===== src/hdl/srb_pkg.sv =====
// ----------------------------------------------------------------------------
// srb_pkg
// types, constants and helpers shared by the sequence reorder buffer
// ----------------------------------------------------------------------------
`default_nettype none

package srb_pkg;

  localparam int Window   = 16;
  localparam int SlotW    = $clog2(Window);
  localparam int PayloadW = 32;
  localparam int SeqW     = 64;
  localparam int StatusW  = 3;

  typedef enum logic [StatusW-1:0] {
    ST_RELEASED = 3'd0,
    ST_HELD     = 3'd1,
    ST_OLD      = 3'd2,
    ST_DUP      = 3'd3,
    ST_BEYOND   = 3'd4
  } status_e;

  typedef enum logic {
    BK_IDLE,
    BK_RUN
  } back_state_e;

  // classified request handed from front to back
  typedef struct packed {
    status_e             kind;
    logic [SlotW-1:0]    off;
    logic [PayloadW-1:0] payload;
    logic [SeqW-1:0]     seq_low;
    logic [SeqW-1:0]     seq_high;
  } cmd_t;

  typedef struct packed {
    status_e             status;
    logic [PayloadW-1:0] payload;
    logic [SeqW-1:0]     seq_low;
    logic [SeqW-1:0]     seq_high;
    logic                last;
  } result_t;

  // window view exported by the back part
  typedef struct packed {
    logic [SeqW-1:0]   exp_low;
    logic [SeqW-1:0]   exp_high;
    logic [Window-1:0] valid;
    logic              done;
  } win_state_t;

  // slot index addition modulo the window size
  function automatic logic [SlotW-1:0] slot_add(logic [SlotW-1:0] a, logic [SlotW-1:0] b);
    logic [SlotW:0] sum;
    sum = {1'b0, a} + {1'b0, b};
    if (sum >= (SlotW+1)'(Window)) begin
      sum = sum - (SlotW+1)'(Window);
    end
    return sum[SlotW-1:0];
  endfunction

endpackage

`default_nettype wire


===== src/hdl/srb_res_fifo.sv =====
// ----------------------------------------------------------------------------
// srb_res_fifo
// small result queue between the back part and the result ports
// ----------------------------------------------------------------------------
`default_nettype none

module srb_res_fifo (
  input  wire logic             clk_i,
  input  wire logic             rst_ni,
  input  wire logic             push_i,
  input  wire srb_pkg::result_t data_i,
  output logic                  full_o,
  input  wire logic             pop_i,
  output logic                  empty_o,
  output srb_pkg::result_t      data_o
);

  localparam int Depth = 4;
  localparam int PtrW  = $clog2(Depth);

  srb_pkg::result_t mem_q [Depth];
  logic [PtrW-1:0]  wr_q, wr_d;
  logic [PtrW-1:0]  rd_q, rd_d;
  logic [PtrW:0]    cnt_q, cnt_d;
  logic             do_push, do_pop;

  assign full_o  = (cnt_q == (PtrW+1)'(Depth));
  assign empty_o = (cnt_q == '0);
  assign do_push = push_i && !full_o;
  assign do_pop  = pop_i && !empty_o;
  assign data_o  = mem_q[rd_q];

  always_comb begin
    wr_d  = do_push ? wr_q + PtrW'(1) : wr_q;
    rd_d  = do_pop ? rd_q + PtrW'(1) : rd_q;
    cnt_d = cnt_q;
    if (do_push && !do_pop) begin
      cnt_d = cnt_q + (PtrW+1)'(1);
    end else if (do_pop && !do_push) begin
      cnt_d = cnt_q - (PtrW+1)'(1);
    end
  end

  always_ff @(posedge clk_i or negedge rst_ni) begin
    if (!rst_ni) begin
      wr_q  <= '0;
      rd_q  <= '0;
      cnt_q <= '0;
    end else begin
      wr_q  <= wr_d;
      rd_q  <= rd_d;
      cnt_q <= cnt_d;
    end
  end

  always_ff @(posedge clk_i) begin
    if (do_push) begin
      mem_q[wr_q] <= data_i;
    end
  end

endmodule

`default_nettype wire


===== src/hdl/srb_front.sv =====
// ----------------------------------------------------------------------------
// srb_front
// takes one message, classifies it against the window and queues the request
// ----------------------------------------------------------------------------
`default_nettype none

module srb_front (
  input  wire logic                            clk_i,
  input  wire logic                            rst_ni,
  input  wire logic                            push_i,
  input  wire logic [srb_pkg::SeqW-1:0]        seq_low_i,
  input  wire logic [srb_pkg::SeqW-1:0]        seq_high_i,
  input  wire logic [srb_pkg::PayloadW-1:0]    payload_i,
  output logic                                 full_o,
  input  wire srb_pkg::win_state_t             win_i,
  output logic                                 cmd_valid_o,
  output srb_pkg::cmd_t                        cmd_o,
  input  wire logic                            cmd_pop_i
);

  localparam int SeqW     = srb_pkg::SeqW;
  localparam int SlotW    = srb_pkg::SlotW;
  localparam int PayloadW = srb_pkg::PayloadW;
  localparam int CqDepth  = 2;
  localparam int CqPtrW   = $clog2(CqDepth);

  logic                busy_q, busy_d;
  logic                item_vld_q, item_vld_d;
  logic [SeqW-1:0]     item_low_q, item_high_q;
  logic [PayloadW-1:0] item_pl_q;

  srb_pkg::cmd_t       cq_mem_q [CqDepth];
  logic [CqPtrW-1:0]   cq_wr_q, cq_rd_q;
  logic [CqPtrW:0]     cq_cnt_q, cq_cnt_d;

  logic                accept, cq_push, cq_pop, cq_full;
  logic [SeqW:0]       diff_lo, diff_hi;
  logic                is_old, is_beyond;
  srb_pkg::cmd_t       cmd_new;

  // one message in flight: the window is settled before the next is classified
  assign full_o  = busy_q && !win_i.done;
  assign accept  = push_i && !full_o;
  assign cq_full = (cq_cnt_q == (CqPtrW+1)'(CqDepth));
  assign cq_push = item_vld_q && !cq_full;
  assign cq_pop  = cmd_pop_i && cmd_valid_o;

  assign cmd_valid_o = (cq_cnt_q != '0);
  assign cmd_o       = cq_mem_q[cq_rd_q];

  always_comb begin
    diff_lo   = {1'b0, item_low_q} - {1'b0, win_i.exp_low};
    diff_hi   = {1'b0, item_high_q} - {1'b0, win_i.exp_high}
                - {{SeqW{1'b0}}, diff_lo[SeqW]};
    is_old    = diff_hi[SeqW];
    is_beyond = (diff_hi[SeqW-1:0] != '0) || (diff_lo[SeqW-1:0] >= SeqW'(srb_pkg::Window));

    cmd_new.off      = diff_lo[SlotW-1:0];
    cmd_new.payload  = item_pl_q;
    cmd_new.seq_low  = item_low_q;
    cmd_new.seq_high = item_high_q;
    if (is_old) begin
      cmd_new.kind = srb_pkg::ST_OLD;
    end else if (is_beyond) begin
      cmd_new.kind = srb_pkg::ST_BEYOND;
    end else if (win_i.valid[diff_lo[SlotW-1:0]]) begin
      cmd_new.kind = srb_pkg::ST_DUP;
    end else if (diff_lo[SlotW-1:0] == '0) begin
      cmd_new.kind = srb_pkg::ST_RELEASED;
    end else begin
      cmd_new.kind = srb_pkg::ST_HELD;
    end
  end

  always_comb begin
    busy_d = busy_q;
    if (accept) begin
      busy_d = 1'b1;
    end else if (win_i.done) begin
      busy_d = 1'b0;
    end

    item_vld_d = item_vld_q;
    if (accept) begin
      item_vld_d = 1'b1;
    end else if (cq_push) begin
      item_vld_d = 1'b0;
    end

    cq_cnt_d = cq_cnt_q;
    if (cq_push && !cq_pop) begin
      cq_cnt_d = cq_cnt_q + (CqPtrW+1)'(1);
    end else if (cq_pop && !cq_push) begin
      cq_cnt_d = cq_cnt_q - (CqPtrW+1)'(1);
    end
  end

  always_ff @(posedge clk_i or negedge rst_ni) begin
    if (!rst_ni) begin
      busy_q     <= 1'b0;
      item_vld_q <= 1'b0;
      cq_wr_q    <= '0;
      cq_rd_q    <= '0;
      cq_cnt_q   <= '0;
    end else begin
      busy_q     <= busy_d;
      item_vld_q <= item_vld_d;
      cq_cnt_q   <= cq_cnt_d;
      if (cq_push) begin
        cq_wr_q <= cq_wr_q + CqPtrW'(1);
      end
      if (cq_pop) begin
        cq_rd_q <= cq_rd_q + CqPtrW'(1);
      end
    end
  end

  always_ff @(posedge clk_i) begin
    if (accept) begin
      item_low_q  <= seq_low_i;
      item_high_q <= seq_high_i;
      item_pl_q   <= payload_i;
    end
    if (cq_push) begin
      cq_mem_q[cq_wr_q] <= cmd_new;
    end
  end

endmodule

`default_nettype wire


===== src/hdl/srb_back.sv =====
// ----------------------------------------------------------------------------
// srb_back
// owns the window and expected number, stores held messages, drains runs
// ----------------------------------------------------------------------------
`default_nettype none

module srb_back (
  input  wire logic                clk_i,
  input  wire logic                rst_ni,
  input  wire logic                cmd_valid_i,
  input  wire srb_pkg::cmd_t       cmd_i,
  output logic                     cmd_pop_o,
  input  wire logic                res_full_i,
  output logic                     res_push_o,
  output srb_pkg::result_t         res_o,
  output srb_pkg::win_state_t      win_o
);

  localparam int Window   = srb_pkg::Window;
  localparam int SlotW    = srb_pkg::SlotW;
  localparam int SeqW     = srb_pkg::SeqW;
  localparam int PayloadW = srb_pkg::PayloadW;

  srb_pkg::back_state_e state_q, state_d;
  logic [SlotW-1:0]     base_q;
  logic [Window-1:0]    valid_q;
  logic [PayloadW-1:0]  pl_mem_q [Window];
  logic [PayloadW-1:0]  run_pl_q;
  logic [SeqW-1:0]      exp_low_q, exp_high_q;

  logic [SlotW-1:0]     nxt1, hold_idx;
  logic                 last_run;
  logic                 advance, hold_wr, done;
  logic [Window-1:0]    valid_rot;

  // the window is kept circular: logical slot 0 sits at base_q
  assign nxt1     = srb_pkg::slot_add(base_q, SlotW'(1));
  assign hold_idx = srb_pkg::slot_add(base_q, cmd_i.off);
  assign last_run = !valid_q[nxt1];

  always_comb begin
    for (int i = 0; i < Window; i++) begin
      valid_rot[i] = valid_q[srb_pkg::slot_add(base_q, SlotW'(i))];
    end
  end

  assign win_o.exp_low  = exp_low_q;
  assign win_o.exp_high = exp_high_q;
  assign win_o.valid    = valid_rot;
  assign win_o.done     = done;

  // next state
  always_comb begin
    state_d = state_q;
    case (state_q)
      srb_pkg::BK_IDLE: begin
        if (cmd_valid_i && !res_full_i && cmd_i.kind == srb_pkg::ST_RELEASED && !last_run) begin
          state_d = srb_pkg::BK_RUN;
        end
      end
      srb_pkg::BK_RUN: begin
        if (!res_full_i && last_run) begin
          state_d = srb_pkg::BK_IDLE;
        end
      end
      default: state_d = srb_pkg::BK_IDLE;
    endcase
  end

  // outputs
  always_comb begin
    cmd_pop_o  = 1'b0;
    res_push_o = 1'b0;
    res_o      = '0;
    advance    = 1'b0;
    hold_wr    = 1'b0;
    done       = 1'b0;
    case (state_q)
      srb_pkg::BK_IDLE: begin
        if (cmd_valid_i && !res_full_i) begin
          cmd_pop_o      = 1'b1;
          res_push_o     = 1'b1;
          res_o.status   = cmd_i.kind;
          res_o.payload  = cmd_i.payload;
          res_o.seq_low  = cmd_i.seq_low;
          res_o.seq_high = cmd_i.seq_high;
          res_o.last     = 1'b1;
          done           = 1'b1;
          if (cmd_i.kind == srb_pkg::ST_RELEASED) begin
            // the new message fills slot 0 and goes straight out
            advance    = 1'b1;
            res_o.last = last_run;
            done       = last_run;
          end else if (cmd_i.kind == srb_pkg::ST_HELD) begin
            hold_wr = 1'b1;
          end
        end
      end
      srb_pkg::BK_RUN: begin
        if (!res_full_i) begin
          res_push_o     = 1'b1;
          res_o.status   = srb_pkg::ST_RELEASED;
          res_o.payload  = run_pl_q;
          res_o.seq_low  = exp_low_q;
          res_o.seq_high = exp_high_q;
          res_o.last     = last_run;
          advance        = 1'b1;
          done           = last_run;
        end
      end
      default: ;
    endcase
  end

  always_ff @(posedge clk_i or negedge rst_ni) begin
    if (!rst_ni) begin
      state_q    <= srb_pkg::BK_IDLE;
      base_q     <= '0;
      valid_q    <= '0;
      exp_low_q  <= '0;
      exp_high_q <= '0;
    end else begin
      state_q <= state_d;
      if (advance) begin
        valid_q[base_q] <= 1'b0;
        base_q          <= nxt1;
        exp_low_q       <= exp_low_q + SeqW'(1);
        if (&exp_low_q) begin
          exp_high_q <= exp_high_q + SeqW'(1);
        end
      end
      if (hold_wr) begin
        valid_q[hold_idx] <= 1'b1;
      end
    end
  end

  always_ff @(posedge clk_i) begin
    if (hold_wr) begin
      pl_mem_q[hold_idx] <= cmd_i.payload;
    end
    // fetch the payload of the slot that becomes the head
    if (advance) begin
      run_pl_q <= pl_mem_q[nxt1];
    end
  end

endmodule

`default_nettype wire


===== src/hdl/sequence_reorder_buffer.sv =====
// ----------------------------------------------------------------------------
// sequence_reorder_buffer
// puts messages tagged with 128-bit sequence numbers back into order
// ----------------------------------------------------------------------------
// One message is in flight at a time. A message that is dropped or held gives
// one status result; one that completes a run of n held messages gives n + 1
// results, one per cycle out of the window while the result queue has room.
// The next push is taken once the last result goes to the queue. This pacing
// is set by the window lookup, which must see the state left by the previous
// message, and by the single release port of the window. Results wait in a
// four-entry queue, so a slow reader only stalls the buffer once it fills.
// ----------------------------------------------------------------------------
`default_nettype none

module sequence_reorder_buffer (
  input  wire logic                               clk_i,
  input  wire logic                               rst_ni,
  input  wire logic                               push,
  output logic                                    full,
  input  wire logic [srb_pkg::SeqW-1:0]           seq_low_i,
  input  wire logic [srb_pkg::SeqW-1:0]           seq_high_i,
  input  wire logic [srb_pkg::PayloadW-1:0]       payload_i,
  output logic                                    empty,
  input  wire logic                               pop,
  output logic [srb_pkg::StatusW-1:0]             status_o,
  output logic [srb_pkg::PayloadW-1:0]            out_payload_o,
  output logic [srb_pkg::SeqW-1:0]                out_seq_low_o,
  output logic [srb_pkg::SeqW-1:0]                out_seq_high_o,
  output logic                                    last_o
);

  srb_pkg::win_state_t win;
  srb_pkg::cmd_t       cmd;
  srb_pkg::result_t    res_in, res_out;
  logic                cmd_valid, cmd_pop;
  logic                res_push, res_full;

  srb_front u_front (
    .clk_i       (clk_i),
    .rst_ni      (rst_ni),
    .push_i      (push),
    .seq_low_i   (seq_low_i),
    .seq_high_i  (seq_high_i),
    .payload_i   (payload_i),
    .full_o      (full),
    .win_i       (win),
    .cmd_valid_o (cmd_valid),
    .cmd_o       (cmd),
    .cmd_pop_i   (cmd_pop)
  );

  srb_back u_back (
    .clk_i       (clk_i),
    .rst_ni      (rst_ni),
    .cmd_valid_i (cmd_valid),
    .cmd_i       (cmd),
    .cmd_pop_o   (cmd_pop),
    .res_full_i  (res_full),
    .res_push_o  (res_push),
    .res_o       (res_in),
    .win_o       (win)
  );

  srb_res_fifo u_res_fifo (
    .clk_i   (clk_i),
    .rst_ni  (rst_ni),
    .push_i  (res_push),
    .data_i  (res_in),
    .full_o  (res_full),
    .pop_i   (pop),
    .empty_o (empty),
    .data_o  (res_out)
  );

  assign status_o       = res_out.status;
  assign out_payload_o  = res_out.payload;
  assign out_seq_low_o  = res_out.seq_low;
  assign out_seq_high_o = res_out.seq_high;
  assign last_o         = res_out.last;

endmodule

`default_nettype wire


===== config.mk =====
export PLATFORM = sky130hd
export DESIGN_NAME = sequence_reorder_buffer
export DESIGN_NICKNAME = d
export VERILOG_FILES = /design/src/hdl/srb_pkg.sv /design/src/hdl/srb_res_fifo.sv /design/src/hdl/srb_front.sv /design/src/hdl/srb_back.sv /design/src/hdl/sequence_reorder_buffer.sv
export SDC_FILE = /design/constraint.sdc
export NUM_CORES = 2
export LEC_CHECK = 0
export BUFFER_PORTS_ARGS = -buffer_cell sky130_fd_sc_hd__buf_4
export CAP_MARGIN = 30
export CELL_PAD_IN_SITES_DETAIL_PLACEMENT = 0
export CELL_PAD_IN_SITES_GLOBAL_PLACEMENT = 1
export CORE_MARGIN = 8
export CORE_UTILIZATION = 57
export CTS_BUF_LIST = sky130_fd_sc_hd__clkbuf_4 sky130_fd_sc_hd__clkbuf_8 sky130_fd_sc_hd__clkbuf_16
export DETAILED_ROUTE_END_ITERATION = 16
export PLACE_DENSITY_LB_ADDON = 0.1
export SYNTH_ARGS = -nofsm -noshare
export SYNTH_HDL_FRONTEND = slang
export SYNTH_SLANG_ARGS = --single-unit

===== constraint.sdc =====
create_clock -name clk_i -period 22.8 [get_ports clk_i]
set_clock_uncertainty 0.1 [all_clocks]
set_input_delay 3.42 -clock clk_i [delete_from_list [all_inputs] [get_ports clk_i]]
set_output_delay 3.42 -clock clk_i [all_outputs]
set_load 0.01 [all_outputs]

==> reports/qor.csv <==
stage;metric;value;unit
power_and_ir_drop;p_sw;4.888;mW
clocking;cts_num_sinks;1856;
synthesis;async_reset_ff_frac;0.08728;
run_status;outcome;complete, no violations;
clocking;cts.clk_slew.worst_paths;60;ps
global_route;antenna_found_initial;2;
clocking;postCtsSetupRepairBufs;0;
synthesis;synth-seq-area-share;0.6781;
route;routed_wl;215.1;mm
synthesis;synth.distinct_cells;95;
sta;fmaxAchievable;110.6;MHz
place;detailed_place_hpwl;146.8;mm
power_and_ir_drop;pwr_density_cell;152.9;mW/mm^2
clocking;postCtsResizedCells;0;
route;detailedRoute.firstPassIterationCount;5;
floorplan;chip_width;393.0;um
finish;fin_nets;5821;
sta;hold_viol;0;
synthesis;synth-main-ff-cell;sky130_fd_sc_hd__edfxtp_1;
floorplan;die_height;393.0;um
route;drtAntennaViolNets;0;
synthesis;post_synth_instance_area;0.08100;sq mm
setup_path;crit_required;19280;ps
clocking;cts-buffers-inserted;181;
power_and_ir_drop;worst_ir_drop_vdd;0.1159;mV
setup_path;timing.reg2reg.worst_path_depth;30;
run;cap_viol_max_count;0;
finish;finalInstanceArea;0.09187;sq mm
power_and_ir_drop;leak;32.36;nW
power_and_ir_drop;swShare;0.3478;
synthesis;synth-warning-count;0;
global_route;pin_count_of_the_biggest_net_entering_global_routing;114;
floorplan;coreArea;0.1412;sq mm
clocking;holdBufCountCts;0;
place;finalWeightedCongestion;0.9861;
floorplan;std_cell_rows;138;
floorplan;start_util;0.5735;
sta;grt_setup_unrepaired;false;
sta;timing.final.setup_violations;0;
min_path;hp-class;register to register;
clocking;cts_tree;done;
global_route;grt_first_pass_wirelength;314.4;mm
synthesis;synth_enable_flop_cells;1694;
synthesis;synth.largest_area_cell;sky130_fd_sc_hd__edfxtp_1;
synthesis;mappedNetlistNets;5457;
synthesis;synth_top_cells_by_area;sky130_fd_sc_hd__edfxtp_1 63%, sky130_fd_sc_hd__mux4_2 9.5%, sky130_fd_sc_hd__dfrtp_1 5.0%, sky130_fd_sc_hd__ha_1 3.3%, sky130_fd_sc_hd__mux2i_1 1.9%;
power_and_ir_drop;clockPowerShare;0.215;
route;remaining_drc_errors;0;
global_route;grt_pass1_vias;46800;
global_route;grtUsageTotal;0.2752;
setup_path;endpoint_kind;output port;
min_path;hold_path_startpoint;u_front.item_low_q[31];
sta;number_of_pins_with_negative_max_slew_slack_in_the_final_report;0;
sta;period_needed;9039;ps
clocking;clock_tree.root_cell;sky130_fd_sc_hd__clkbuf_16;
sta;max-slew-margin-rel;0.3058;
synthesis;syn-instance-count;5074;
floorplan;ioPinCount;330;
route;routed_length_per_instance;28.76;um
global_route;grt_overflow_total;0;
clocking;cts_max_path_buffers;3;
route;num_vias;46670;
route;vias_per_cell;6.241;
setup_path;critical_path.startpoint_type;register;
route;drt_first_iter_violations;4134;
place;postPlaceCellArea;0.08573;sq mm
clocking;cts-htree-levels;4;
synthesis;yosys.area.top_type_share;0.6280;
finish;drive_gt1_frac;0.2101;
setup_path;worst_path_max_fanout;66;
setup_path;worstReg2RegEnd;u_front.cq_mem_q[1][164];
power_and_ir_drop;p_int;9.164;mW
synthesis;synth_most_common_cell;sky130_fd_sc_hd__edfxtp_1;
synthesis;synth.cells.most_frequent;1694 x sky130_fd_sc_hd__edfxtp_1, 342 x sky130_fd_sc_hd__mux4_2, 329 x sky130_fd_sc_hd__nand2_1;
min_path;holdPathEnd;u_front.cq_mem_q[0][95];
setup_path;worstReg2RegStart;u_back.exp_low_q[0];
setup_path;setup.reg_to_reg.worst_slack;13770;ps
sta;fin_hold_ws;334.7;ps
synthesis;synth.ff_latch_count;1856;
power_and_ir_drop;share_seq_of_total_power;0.413;
setup_path;critPathKind;register to output port;
synthesis;synthesis.area_per_instance;15.96;sq um
min_path;hold-path-cell-count;0;
sta;timing_worst_slew_pin_value;1041;ps
clocking;clock_insertion_delay_worst_skew;830;ps
place;port_buffers;329;
setup_path;arrival;5520;ps
finish;antenna-diode-count;0;
power_and_ir_drop;share_comb_of_total_power;0.372;
finish;areaGrowthSynthToFinish;13.43;%
sta;period_share;0.3964;
sta;totalNegativeSetupSlack;0;ps
floorplan;die_area;0.1544;sq mm
-- registers in the layout, summed over array words and instances, names as in the netlist, 32 cells and up --
register             flops
u_back.exp_high_q       64
u_back.pl_mem_q        512
u_front.item_pl_q       32
u_back.run_pl_q         32
u_front.item_high_q     64
u_back.exp_low_q        64
u_front.cq_mem_q       334
u_res_fifo.mem_q       656
u_front.item_low_q      64
-- kinds of logic after synthesis --
group,share of synthesized area
simple gates,0.05770
xor+xnor,0.02465
mux,0.1213
compound gates,0.05943
flops,0.6781
buf+inv,0.02453
fa+ha+maj,0.03429
-- layout by cell type (no fill, tap or decap), types with 19 or more instances in the layout --
master,instances
sky130_fd_sc_hd__a21o_1,42
sky130_fd_sc_hd__mux2i_1,157
sky130_fd_sc_hd__o21ai_0,181
sky130_fd_sc_hd__and3_1,40
sky130_fd_sc_hd__nand3_1,82
sky130_fd_sc_hd__clkbuf_4,53
sky130_fd_sc_hd__inv_1,296
sky130_fd_sc_hd__mux4_2,342
sky130_fd_sc_hd__o21a_1,28
sky130_fd_sc_hd__xor2_1,60
sky130_fd_sc_hd__xnor2_1,166
sky130_fd_sc_hd__buf_4,393
sky130_fd_sc_hd__nor4_1,36
sky130_fd_sc_hd__ha_1,213
sky130_fd_sc_hd__nand2b_1,20
sky130_fd_sc_hd__nor3_1,39
sky130_fd_sc_hd__clkinv_1,33
sky130_fd_sc_hd__a22o_1,33
sky130_fd_sc_hd__edfxtp_1,1694
sky130_fd_sc_hd__a21oi_1,185
sky130_fd_sc_hd__nand2_1,328
sky130_fd_sc_hd__clkbuf_16,181
sky130_fd_sc_hd__nand4_1,91
sky130_fd_sc_hd__dfrtp_1,158
sky130_fd_sc_hd__nor2b_1,24
sky130_fd_sc_hd__nor2_1,173
sky130_fd_sc_hd__a211oi_1,19
sky130_fd_sc_hd__clkinv_2,25
sky130_fd_sc_hd__o22ai_1,76
sky130_fd_sc_hd__mux2_2,49
-- power groups by stage --
| stage | Combinational, mW | Sequential (mW) | Clock [mW] |
|---|---|---|---|
| floorplan | 3.28 | 5.88 | 0 |
| global placement | 5.21 | 5.80 | 0 |
| detailed placement | 5.26 | 5.88 | 0 |
| CTS | 5.28 | 5.81 | 3.07 |
| global route | 5.57 | 5.90 | 3.19 |
| finish | 5.23 | 5.81 | 3.02 |
-- critical path, stage by stage (launching register included) --
cell and delay [ps]:
sky130_fd_sc_hd__dfrtp_4 940, sky130_fd_sc_hd__inv_1 260, sky130_fd_sc_hd__ha_4 1010, sky130_fd_sc_hd__mux4_2 430, sky130_fd_sc_hd__mux2_2 280, sky130_fd_sc_hd__o21ai_0 560, sky130_fd_sc_hd__nor2_1 70, sky130_fd_sc_hd__o21ai_0 680
sky130_fd_sc_hd__nand2b_1 240, sky130_fd_sc_hd__inv_1 50, sky130_fd_sc_hd__buf_4 140
-- area by class of cell --
class                           count  area, sq um
Clock buffer                      241         5024
Clock inverter                     92         1090
Timing Repair Buffer              401         3109
Inverter                          299         1125
Fill cell                       10110        49370
Multi-Input combinational cell   2699        24220
Sequential cell                  1856        54940
Tap cell                         1890         2365
-- worst max-delay path by stage --
stage,start,to,cells after the start
after CTS,u_back.base_q[0],full,10
final,u_back.base_q[0],full,10
after global placement,u_back.exp_low_q[0],u_front.cq_mem_q[0][164],30
after floorplan,u_res_fifo.cnt_q[2],u_res_fifo.mem_q[0][0],4
after global routing,u_back.exp_low_q[0],u_front.cq_mem_q[1][164],30
after detailed placement,u_back.exp_low_q[0],u_front.cq_mem_q[0][164],30
-- per-stage QoR --
stage	setup slack (ps)	std cells	utilization	power [mW]
floorplan	13800	5074	-	9.159
global placement	13990	7139	0.6063	11.01
detailed placement	13920	7144	0.6070	11.14
CTS	13630	7477	0.6503	14.16
global route	13280	7478	0.6505	14.66
finish	13760	7478	0.6505	14.05
-- per-layer routing --
metal | global-route usage | wire length [um]
met5 | 0 | 0
met4 | 0.07821 | 6030
met3 | 0.03973 | 12960
met2 | 0.4572 | 106400
met1 | 0.3845 | 89720
(Power assumes the default switching activity.)
